[src/rtl/rcsp_pkg.sv]
// Types and constants of the reference-counted slot pool.
// Used by the interfaces, the core, the top level and the checker.
`timescale 1ns / 1ps

package rcsp_pkg;

  // Operation codes of an input word.
  typedef enum logic [1:0] {
    KIND_ALLOC   = 2'd0,
    KIND_RETAIN  = 2'd1,
    KIND_RELEASE = 2'd2,
    KIND_UNUSED  = 2'd3
  } kind_t;

  localparam int unsigned SLOT_W  = 4;
  localparam int unsigned REFS_W  = 8;
  localparam int unsigned USE_W   = 5;
  localparam int unsigned STAT_W  = 32;
  localparam logic [REFS_W-1:0] REFS_MAX = 8'hFF;

  // One operation request.
  typedef struct packed {
    logic [1:0]        kind;
    logic [SLOT_W-1:0] slot;
    logic              in_pool;
    logic              foreign_dynamic;
  } in_word_t;

  // One operation result with the statistics after it.
  typedef struct packed {
    logic              ok;
    logic [SLOT_W-1:0] granted_slot;
    logic [REFS_W-1:0] count_after;
    logic [USE_W-1:0]  slots_in_use;
    logic [USE_W-1:0]  peak_in_use;
    logic [STAT_W-1:0] grants_total;
    logic [STAT_W-1:0] grant_failures;
    logic [STAT_W-1:0] frees_total;
    logic [STAT_W-1:0] bad_releases;
  } out_word_t;

endpackage

[src/rtl/rcsp_in_if.sv]
// Valid/ready channel that carries operation requests.
// Depends on rcsp_pkg for the word type.
`timescale 1ns / 1ps

interface rcsp_in_if import rcsp_pkg::*; ();
  logic     valid;
  logic     ready;
  in_word_t data;

  modport source (output valid, output data, input ready);
  modport sink   (input valid, input data, output ready);
endinterface

[src/rtl/rcsp_out_if.sv]
// Valid/ready channel that carries operation results.
// Depends on rcsp_pkg for the word type.
`timescale 1ns / 1ps

interface rcsp_out_if import rcsp_pkg::*; ();
  logic      valid;
  logic      ready;
  out_word_t data;

  modport source (output valid, output data, input ready);
  modport sink   (input valid, input data, output ready);
endinterface

[src/rtl/refcounted_slot_pool.sv]
// Top level of the reference-counted slot pool.
// Depends on rcsp_pkg, rcsp_in_if, rcsp_out_if and rcsp_core.
//
// Usage:
//   in_chan carries one request word per handshake: allocate, retain or
//   release, with a slot handle. out_chan returns exactly one result word
//   per request, in request order, with the status and the statistics
//   counters as they stand after that request.
//   A request is registered when accepted, evaluated against the pool
//   state once the result register is empty or being taken, and its result
//   is registered at the same edge that commits the state change.
//   Throughput is one request per cycle while the receiver takes each
//   result: the free-slot search is a single find-first-zero over the busy
//   bitmap and every update is one step.
//   When the receiver stalls, the result register holds its word and the
//   request register can still take one more request; after that in_ready
//   drops until the result is taken.
//   Reset (rst_n low, synchronous) frees every slot, clears all counters
//   and empties both registers.
`timescale 1ns / 1ps

module refcounted_slot_pool import rcsp_pkg::*; #(
  parameter int unsigned SLOTS = 16
) (
  input logic          clk,
  input logic          rst_n,
  rcsp_in_if.sink      in_chan,
  rcsp_out_if.source   out_chan
);

  logic      req_v_r, req_v_nxt;
  in_word_t  req_word_r;
  logic      res_v_r, res_v_nxt;
  out_word_t res_word_r;
  out_word_t step_res;
  logic      in_fire;
  logic      advance;

  // Handshake control.
  assign advance         = req_v_r && (!res_v_r || out_chan.ready);
  assign in_chan.ready   = !req_v_r || advance;
  assign in_fire         = in_chan.valid && in_chan.ready;
  assign req_v_nxt       = in_fire ? 1'b1 : (advance ? 1'b0 : req_v_r);
  assign res_v_nxt       = advance ? 1'b1 : (out_chan.ready ? 1'b0 : res_v_r);
  assign out_chan.valid  = res_v_r;
  assign out_chan.data   = res_word_r;

  rcsp_core #(.SLOTS(SLOTS)) u_core (
    .clk     (clk),
    .rst_n   (rst_n),
    .step_en (advance),
    .op      (req_word_r),
    .res     (step_res)
  );

  // Valid flags.
  always_ff @(posedge clk) begin
    if (!rst_n) begin
      req_v_r <= 1'b0;
      res_v_r <= 1'b0;
    end else begin
      req_v_r <= req_v_nxt;
      res_v_r <= res_v_nxt;
    end
  end

  // Request and result words.
  always_ff @(posedge clk) begin
    if (in_fire) begin
      req_word_r <= in_chan.data;
    end
    if (advance) begin
      res_word_r <= step_res;
    end
  end

endmodule

[src/rtl/rcsp_ffz.sv]
// Find-first-zero over the slot busy bitmap: lowest free slot.
// Depends on nothing but its parameter.
`timescale 1ns / 1ps

module rcsp_ffz #(
  parameter int unsigned SLOTS = 16,
  localparam int unsigned IDX_W = (SLOTS > 1) ? $clog2(SLOTS) : 1
) (
  input  logic [SLOTS-1:0] busy,
  output logic             found,
  output logic [IDX_W-1:0] idx
);

  // Scan from the top so that the lowest free slot is the last one taken.
  always_comb begin
    found = 1'b0;
    idx   = '0;
    for (int i = SLOTS - 1; i >= 0; i--) begin
      if (!busy[i]) begin
        found = 1'b1;
        idx   = IDX_W'(i);
      end
    end
  end

endmodule

[src/rtl/rcsp_core.sv]
// Slot pool state: busy bits, reference counts and statistics counters.
// Depends on rcsp_pkg and rcsp_ffz.
`timescale 1ns / 1ps

module rcsp_core import rcsp_pkg::*; #(
  parameter int unsigned SLOTS = 16
) (
  input  logic      clk,
  input  logic      rst_n,
  input  logic      step_en,
  input  in_word_t  op,
  output out_word_t res
);

  localparam int unsigned IDX_W = (SLOTS > 1) ? $clog2(SLOTS) : 1;
  localparam int unsigned CNT_W = $clog2(SLOTS + 1);
  localparam int unsigned EXT_W = 9;

  logic [SLOTS-1:0]  busy_r, busy_nxt;
  logic [REFS_W-1:0] refs_r [SLOTS];
  logic [CNT_W-1:0]  used_r, used_nxt;
  logic [CNT_W-1:0]  peak_r, peak_nxt;
  logic [STAT_W-1:0] grants_r, grants_nxt;
  logic [STAT_W-1:0] fails_r, fails_nxt;
  logic [STAT_W-1:0] frees_r, frees_nxt;
  logic [STAT_W-1:0] bad_r, bad_nxt;

  logic              free_found;
  logic [IDX_W-1:0]  free_idx;
  logic [EXT_W-1:0]  slot_ext;
  logic [EXT_W-1:0]  grant_ext;
  logic [IDX_W-1:0]  slot_idx;
  logic              slot_in_range;
  logic              slot_busy;
  logic [REFS_W-1:0] cur_refs;
  logic [REFS_W-1:0] dec_refs;

  // Write-back of one reference count.
  logic              refs_we;
  logic [IDX_W-1:0]  refs_waddr;
  logic [REFS_W-1:0] refs_wdata;

  rcsp_ffz #(.SLOTS(SLOTS)) u_ffz (
    .busy  (busy_r),
    .found (free_found),
    .idx   (free_idx)
  );

  // Addressed slot: a handle beyond the pool reads as a free slot.
  assign slot_ext      = EXT_W'(op.slot);
  assign slot_idx      = slot_ext[IDX_W-1:0];
  assign slot_in_range = slot_ext < EXT_W'(SLOTS);
  assign slot_busy     = slot_in_range && busy_r[slot_idx];
  // A free slot reads as count zero, so its stored count is not read.
  assign cur_refs      = slot_busy ? refs_r[slot_idx] : '0;
  assign dec_refs      = cur_refs - 1'b1;
  assign grant_ext     = EXT_W'(free_idx);

  // Operation decode and next state.
  always_comb begin
    busy_nxt   = busy_r;
    used_nxt   = used_r;
    grants_nxt = grants_r;
    fails_nxt  = fails_r;
    frees_nxt  = frees_r;
    bad_nxt    = bad_r;
    refs_we    = 1'b0;
    refs_waddr = slot_idx;
    refs_wdata = '0;
    res        = '0;

    case (kind_t'(op.kind))
      KIND_ALLOC: begin
        if (free_found) begin
          busy_nxt[free_idx] = 1'b1;
          refs_we            = 1'b1;
          refs_waddr         = free_idx;
          refs_wdata         = REFS_W'(1);
          used_nxt           = used_r + 1'b1;
          grants_nxt         = grants_r + 1'b1;
          res.ok             = 1'b1;
          res.granted_slot   = grant_ext[SLOT_W-1:0];
          res.count_after    = REFS_W'(1);
        end else begin
          fails_nxt = fails_r + 1'b1;
        end
      end
      KIND_RETAIN: begin
        if (op.in_pool && slot_in_range) begin
          if (slot_busy && cur_refs != REFS_MAX) begin
            refs_we         = 1'b1;
            refs_wdata      = cur_refs + 1'b1;
            res.ok          = 1'b1;
            res.count_after = cur_refs + 1'b1;
          end else begin
            res.count_after = cur_refs;
          end
        end
      end
      KIND_RELEASE: begin
        if (!op.in_pool) begin
          // Foreign handle: only a static or null handle may be released.
          res.ok = !op.foreign_dynamic;
        end else if (!slot_in_range) begin
          bad_nxt = bad_r + 1'b1;
        end else if (!slot_busy || cur_refs == '0) begin
          bad_nxt         = bad_r + 1'b1;
          res.count_after = cur_refs;
        end else begin
          refs_we         = 1'b1;
          refs_wdata      = dec_refs;
          res.ok          = 1'b1;
          res.count_after = dec_refs;
          if (dec_refs == '0) begin
            busy_nxt[slot_idx] = 1'b0;
            used_nxt           = used_r - 1'b1;
            frees_nxt          = frees_r + 1'b1;
          end
        end
      end
      default: begin
        // Unused operation code: no state change, ok stays low.
      end
    endcase

    peak_nxt = (used_nxt > peak_r) ? used_nxt : peak_r;

    res.slots_in_use   = USE_W'(used_nxt);
    res.peak_in_use    = USE_W'(peak_nxt);
    res.grants_total   = grants_nxt;
    res.grant_failures = fails_nxt;
    res.frees_total    = frees_nxt;
    res.bad_releases   = bad_nxt;
  end

  // Control state and statistics.
  always_ff @(posedge clk) begin
    if (!rst_n) begin
      busy_r   <= '0;
      used_r   <= '0;
      peak_r   <= '0;
      grants_r <= '0;
      fails_r  <= '0;
      frees_r  <= '0;
      bad_r    <= '0;
    end else if (step_en) begin
      busy_r   <= busy_nxt;
      used_r   <= used_nxt;
      peak_r   <= peak_nxt;
      grants_r <= grants_nxt;
      fails_r  <= fails_nxt;
      frees_r  <= frees_nxt;
      bad_r    <= bad_nxt;
    end
  end

  // Reference counts; an entry is only meaningful while its busy bit is set.
  always_ff @(posedge clk) begin
    if (step_en && refs_we) begin
      refs_r[refs_waddr] <= refs_wdata;
    end
  end

endmodule

[src/flat_wrapper.sv]
// flat-port wrapper written by rule: the top's interface ports become plain ports
module refcounted_slot_pool_flat import rcsp_pkg::*;
#(
  parameter int unsigned SLOTS = 16
)
  (clk, rst_n, in_chan_valid, in_chan_data, in_chan_ready, out_chan_valid, out_chan_data, out_chan_ready);
  rcsp_in_if in_chan_i ();
  rcsp_out_if out_chan_i ();
  input logic clk;
  input logic rst_n;
  input wire logic [$bits(in_chan_i.valid)-1:0] in_chan_valid;
  input wire logic [$bits(in_chan_i.data)-1:0] in_chan_data;
  output wire logic [$bits(in_chan_i.ready)-1:0] in_chan_ready;
  output wire logic [$bits(out_chan_i.valid)-1:0] out_chan_valid;
  output wire logic [$bits(out_chan_i.data)-1:0] out_chan_data;
  input wire logic [$bits(out_chan_i.ready)-1:0] out_chan_ready;
  assign in_chan_i.valid = in_chan_valid;
  assign in_chan_i.data = in_chan_data;
  assign in_chan_ready = in_chan_i.ready;
  assign out_chan_valid = out_chan_i.valid;
  assign out_chan_data = out_chan_i.data;
  assign out_chan_i.ready = out_chan_ready;
  refcounted_slot_pool #(.SLOTS(SLOTS)) u_core (.clk(clk), .rst_n(rst_n), .in_chan(in_chan_i), .out_chan(out_chan_i));
endmodule
[config.mk]
export PLATFORM = sky130hd
export DESIGN_NAME = refcounted_slot_pool_flat
export DESIGN_NICKNAME = d
export VERILOG_FILES = /design/src/rtl/rcsp_pkg.sv /design/src/rtl/rcsp_in_if.sv /design/src/rtl/rcsp_out_if.sv /design/src/rtl/refcounted_slot_pool.sv /design/src/rtl/rcsp_ffz.sv /design/src/rtl/rcsp_core.sv /design/src/flat_wrapper.sv
export SDC_FILE = /design/constraint.sdc
export NUM_CORES = 1
export LEC_CHECK = 0
export ABC_AREA = 1
export BUFFER_PORTS_ARGS = -buffer_cell sky130_fd_sc_hd__clkbuf_2
export CORE_ASPECT_RATIO = 1.5
export CORE_MARGIN = 5
export CORE_UTILIZATION = 55
export CTS_CLUSTER_DIAMETER = 30
export DETAILED_ROUTE_END_ITERATION = 10
export GPL_ROUTABILITY_DRIVEN = 0
export PLACE_DENSITY = 0.71
export SETUP_SLACK_MARGIN = 0.02
export SLEW_MARGIN = 20
export SYNTH_ARGS = -nofsm -noshare
export SYNTH_HDL_FRONTEND = slang
export SYNTH_SLANG_ARGS = --single-unit
export TNS_END_PERCENT = 10
[constraint.sdc]
create_clock -name clk -period 7.5 [get_ports clk]
set_input_delay 0.75 -clock clk [delete_from_list [all_inputs] [get_ports clk]]
set_output_delay 0.75 -clock clk [all_outputs]
set_load 0.01 [all_outputs]
# After elaboration in Yosys (flattened, before gate mapping)
# Memory sizes are Yosys's and may differ from the RTL's. A register that Yosys moved wholly into a read port is not among the register bits.
# Index checks and enable logic that the tools add are counted.
word_totals:
  regBits: 315
  latchBits: 0
  mem_bits_rw: 128
  romBits: 0
  in_bits: 12
  out_inout_bits: 153
  wordCells: 168
  mem_count: 1
classes:
  add_sub_neg: 8
  n_mul: 0
  div_mod_pow: 0
  magnitude_cmp: 6
  n_eq_ne: 8
  shift: 0
  n_mux: 97
  bitwise_logic: 3
  n_reduce_logical: 23
mem_list:
  columns: ["memory", "words", "width", "read_ports", "rd_ports_with_merged_regs", "wr", "line", "text"]
  rows:
  - ["u_core.u_core.refs_r", 16, 8, 1, 1, 1, "rcsp_core.sv:20", "logic [REFS_W-1:0] refs_r [SLOTS];"]
op_table:
  columns: ["op", "count"]
  rows:
  - ["$mux W32", 13]
  - ["$add A32 B1 Y32 const B", 4]
  - ["$mux W8", 11]
  - ["$mux W16", 5]
  - ["$mux W4", 19]
  - ["$pmux W8 S3", 2]
  - ["$mux W1", 33]
  - ["$pmux W16 S2", 1]
  - ["$mux W5", 6]
  - ["$and A16 B16 Y16", 1]
  - ["$logic_not A8 Y1", 2]
  - ["$not A16 Y16", 1]
  - ["$or A16 B16 Y16", 1]
  - ["$lt A4 B5 Y1 const B", 3]
  - ["$mux W13", 1]
  - ["$pmux W5 S2", 1]
  - ["$add A8 B1 Y8 const B", 1]
  - ["$demux W1 S4", 2]
  - ["$ge A4 B1 Y1 const B", 2]
  - ["$logic_and A1 B1 Y1", 8]
  - ["$ne A2 B2 Y1 const B", 4]
  - ["$ne A8 B8 Y1 const B", 1]
  - ["$sub A8 B1 Y8 const B", 1]
  - ["$reduce_and A7 Y1", 1]
  - ["13 further kinds", 21]

# Logic depth before layout (Yosys ltp)
logic_depth:
  word_depth: 23
  depth_mapped: 35
  depth_no_buf: 34

# Cells and area by module
# Synthesis repeated with hierarchy kept, for this count alone.
hier_totals:
  hier_cells: 2361
  hier_area_um2: 20741.1
modules_own_cells:
  columns: ["module", "n_inst", "cells_per_inst", "area_per_inst_um2", "seq_area_each_um2"]
  rows:
  - ["rcsp_core", 1, 2151, 15706.3, 6926.6]
  - ["refcounted_slot_pool", 1, 172, 4869.7, 4814.6]
  - ["rcsp_ffz", 1, 38, 165.2, 0.0]

# Worst setup path after synthesis
# OpenSTA, ideal clock, no wires.
synth_timing:
  kind: "in2reg"
  startpoint: "input out_chan_ready"
  endpoint: "register u_core.res_word_r (netlist bit u_core.out_chan.data[0]), enable pin"
  setup_time_ns: 0.574
  arrival_ns: 5.719
  required_time_ns: 6.926
  setup_slack_ns: 1.207
  cell_stages: 7
  n_path_buf: 3
  path_cell_list: "inv_1 nand2_1 nand2_1 clkbuf_8 inv_2 clkbuf_1 clkbuf_1"
synth_between:
  elab_chain_len: 2
synth_rtl:
  columns: ["element", "line", "text"]
  rows:
  - ["start: declaration", "flat_wrapper.sv:16", "input wire logic [$bits(out_chan_i.ready)-1:0] out_chan_ready;"]
  - ["$logic_or A1 B1 Y1", "refcounted_slot_pool.sv:40", "assign advance = req_v_r && (!res_v_r || out_chan.ready);"]
  - ["$logic_and A1 B1 Y1", "refcounted_slot_pool.sv:40", null]
  - ["net u_core.advance", "refcounted_slot_pool.sv:37", "logic advance;"]
  - ["end signal: assignment", "refcounted_slot_pool.sv:73", "res_word_r <= step_res;"]
  - ["end: declaration", "refcounted_slot_pool.sv:34", "out_word_t res_word_r;"]
# The timed path passes the listed nets, and every way through them passes these cells.
# A chain may end at the register's enable or synchronous reset.

==> impl_metrics.tcl <==
set metrics [dict create \
    status "finished, final reports clean" \
    grt_pass1_vias 16400 \
    grt_max_degree 111 \
    syn_area_per_cell_um2 9.14 \
    cp.arrival_ns 5.78 \
    critPathBufInv 4 \
    final_core_util_pct 63.8 \
    layoutNonFillerInstCount 2999 \
    maxSlewViolCount 0 \
    grt_remaining_overflow 0 \
    combPwrFrac_pct 7.3 \
    dp_hpwl_mm 34.5 \
    ys_warn_count 0 \
    drc 0 \
    timing.critical_path.to_type "register" \
    htreeDepth 2 \
    pwr-share-seq_pct 46.1 \
    ant_nets 0 \
    antenna_cells 0 \
    setup_ws_ns 2.20 \
    grt_pass1_wl_mm 81.7 \
    slowest_delay_ns 0.87 \
    row_count 87 \
    syn_to_final_growth_pct 14.4 \
    cts_made_buffers 61 \
    grt_antenna_before_repair 0 \
    die_w_um 170 \
    cts.clk_slew.worst_paths_ns 0.06 \
    design_area_um2 24100 \
    cts_hold_buf 0 \
    peakVddDrop_mv 0.211 \
    ys.flop_type "edfxtp_1" \
    powerDensity_nw_per_um2 254 \
    dp_cells 2884 \
    tns_ns 0 \
    cts.sinks 447 \
    rsz0062_at_grt "no" \
    die_height_um 250 \
    start_util_pct 55.8 \
    synth-edff-count 287 \
    clock_skew_ns 0.0194 \
    cts_root_buf "clkbuf_16" \
    hold_path.class "in -> reg" \
    wl_per_cell_um 16.9 \
    drive_gt1_share_pct 14.5 \
    cpMaxStageDelayCell "dfxtp_2" \
    p_leak_nw 10.7 \
    cpLargestDelayFamily "simple AND/OR/NAND/NOR gates" \
    synthesis.nets 2335 \
    via_count 16200 \
    cts_resized 0 \
    async_flop_share_pct 0 \
    synthCells 2306 \
    synth_seq_cells 447 \
    port_buffers 164 \
    fill_cells 3042 \
    post_cts.repair.setup_buffers 0 \
    wl_mm 50.6 \
    drt_iter0_drc 1207 \
    sw_frac_of_total_pct 25.0 \
    ios 165 \
    cts_tree "yes" \
    worstPathRequired_ns 7.98 \
    intPower_mw 4.58 \
    dieArea_um2 42400 \
    cpMostUsedCell "nand2_1" \
    fin_crit_sh_pct 70.7 \
    crit_path_max_fanout 41 \
    dpl-instance-area_um2 22000 \
    hold_violations 0 \
    track_usage_pct 23.7 \
    power_frac_clock_pct 46.6 \
    tightest_slew_ns 1.04 \
    cp-start-kind "register" \
    clock_latency_ns 0.59 \
    seq_area_frac_synth_pct 56.1 \
    p_switching_mw 1.53 \
    slew_headroom_pct 30.3 \
    firstDrtPassIters 6 \
    clockBufferDepth 3 \
    cap_viol_max_count 0 \
    criticalPathCategory "reg -> reg" \
    synth.distinct_cells 62 \
    setup_viol 0 \
    dp_slack_ns 2.36 \
    finalCriticalPeriod_ns 5.30 \
    avgViaCountPerCell 5.39 \
    synth_area_um2 21100 \
    max_freq_mhz 189 \
    placeableCoreArea_um2 37800 \
    final_nets 2487 \
]
## synth_stat cells, types with 2 or more instances
| cell type | number | area, um2 |
|---|---|---|
| or2_2 | 5 | 31.3 |
| buf_2 | 5 | 25.0 |
| buf_1 | 5 | 18.8 |
| nor2_2 | 5 | 31.3 |
| ha_1 | 17 | 213 |
| a31oi_1 | 3 | 18.8 |
| nor2_1 | 186 | 698 |
| nand3_2 | 4 | 40.0 |
| nor2_4 | 3 | 33.8 |
| nor4_1 | 12 | 75.1 |
| xor2_1 | 108 | 946 |
| or2_1 | 2 | 12.5 |
| nor3_1 | 48 | 240 |
| dfxtp_1 | 160 | 3200 |
| buf_6 | 10 | 113 |
| buf_4 | 5 | 37.5 |
| a21oi_1 | 146 | 731 |
| nand2_2 | 14 | 87.6 |
| inv_4 | 2 | 12.5 |
| o21ai_1 | 14 | 70.1 |
| o21ai_0 | 161 | 806 |
| buf_12 | 4 | 80.1 |
| a221oi_1 | 2 | 17.5 |
| xnor2_1 | 9 | 78.8 |
| nor3_2 | 13 | 130 |
| o21bai_1 | 3 | 22.5 |
| nand3_1 | 147 | 736 |
| a31o_2 | 2 | 17.5 |
| inv_1 | 338 | 1270 |
| nand2_1 | 445 | 1670 |
| clkbuf_8 | 6 | 82.6 |
| edfxtp_1 | 287 | 8620 |
| nand2_4 | 10 | 113 |
| a211oi_1 | 4 | 30.0 |
| nand4_1 | 24 | 150 |
| o31ai_1 | 3 | 22.5 |
| o211ai_1 | 7 | 52.6 |
| clkbuf_1 | 48 | 180 |
| inv_2 | 10 | 37.5 |
| buf_8 | 3 | 45.0 |
| a211oi_2 | 2 | 25.0 |
| nor2_8 | 3 | 60.1 |
| and2_1 | 2 | 12.5 |
## final timing paths
path              cells after the start                     from  slack, ns                 endpoint
setup / recovery                     28                 register       2.20  u_core.u_core.peak_r[4]
hold / removal                        1          in_chan_data[1]       0.34     u_core.req_word_r[1]
setup reg to reg                     28                 register       2.20  u_core.u_core.peak_r[4]
hold reg to reg                       2  u_core.u_core.busy_r[0]       0.53  u_core.u_core.busy_r[0]
## per-layer routing
metal / vias up / GRT usage (%) / part of all wire [%]
li1: 7885 / - / -
met1: 7627 / 25.3 / 36
met2: 503 / 43.0 / 52
met3: 161 / 4.91 / 5.8
met4: 0 / 13.2 / 5.7
met5: - / 0 / 0
## flip-flops by register name, indices dropped and copies added (netlist names), named ones only
name and count:
u_core.u_core.fails_r 32, u_core.u_core.frees_r 32, u_core.out_chan.valid 1, u_core.out_chan.data 151, u_core.u_core.busy_r 16, u_core.u_core.refs_r 128, u_core.u_core.used_r 5, u_core.u_core.peak_r 5
u_core.req_word_r 8, u_core.u_core.bad_r 32, u_core.u_core.grants_r 32, u_core.req_v_r 1
## cell usage in the layout (no fill, tap or decap), drive strengths merged, types with 24 or more instances in the layout
cell type | netlist | routed
a21oi | 147 | 147
clkbuf | 55 | 238
dfxtp | 160 | 160
edfxtp | 287 | 287
inv | 351 | 364
nand2 | 470 | 470
nand3 | 151 | 151
nand4 | 24 | 24
nor2 | 197 | 197
nor3 | 62 | 62
o21ai | 175 | 175
xor2 | 109 | 109
## logic make-up (layout without fill, tap and decap cells)
kind of cell	count (synthesis)	after routing	synth area share (%)
flops	447	447	56.1
simple gates	931	931	20.0
fa+ha+maj	17	17	1.01
compound gates	353	353	8.84
buf+inv	440	644	9.14
xor+xnor	118	118	4.94
## power by group through the flow
stage | logic [mW] | registers [mW] | clock network (mW)
2_1_floorplan | 0.310 | 2.86 | 0
3_3_place_gp | 0.432 | 2.86 | 0
3_5_place_dp | 0.443 | 2.86 | 0
4_1_cts | 0.448 | 2.81 | 2.89
5_1_grt | 0.502 | 2.83 | 3.01
6_report | 0.445 | 2.81 | 2.85
## final cells by class
class                   count  area, um2  share of cell area, %
flip-flops and latches    447      11800                   49.1
repair buffers            176        915                   3.80
clock buffers              74       1630                   6.76
multi-input cells        1419       7340                   30.5
inverters                 353       1350                   5.58
clock inverters            41        428                   1.78
well taps                 489        612                   2.54
## worst reg2reg max path: cells and delay by family, from the launching register on
kind | cells | cell delay, ns
buffers and inverters | 4 | 0.83
and+or+nand+nor | 19 | 2.14
AOI/OAI and AO/OA | 3 | 0.80
adders and majority gates | 2 | 0.56
DFF | 1 | 0.87
## metrics by stage
| step | hold WS [ns] | power, mW |
|---|---|---|
| 3_5_place_dp | 0.518 | 3.31 |
| 6_report | 0.343 | 6.11 |
| 5_1_grt | 0.323 | 6.34 |
| 3_3_place_gp | 0.503 | 3.29 |
| 2_1_floorplan | 0.475 | 3.17 |
| 4_1_cts | 0.319 | 6.15 |
No activity file was read; power rests on OpenSTA's default activity.
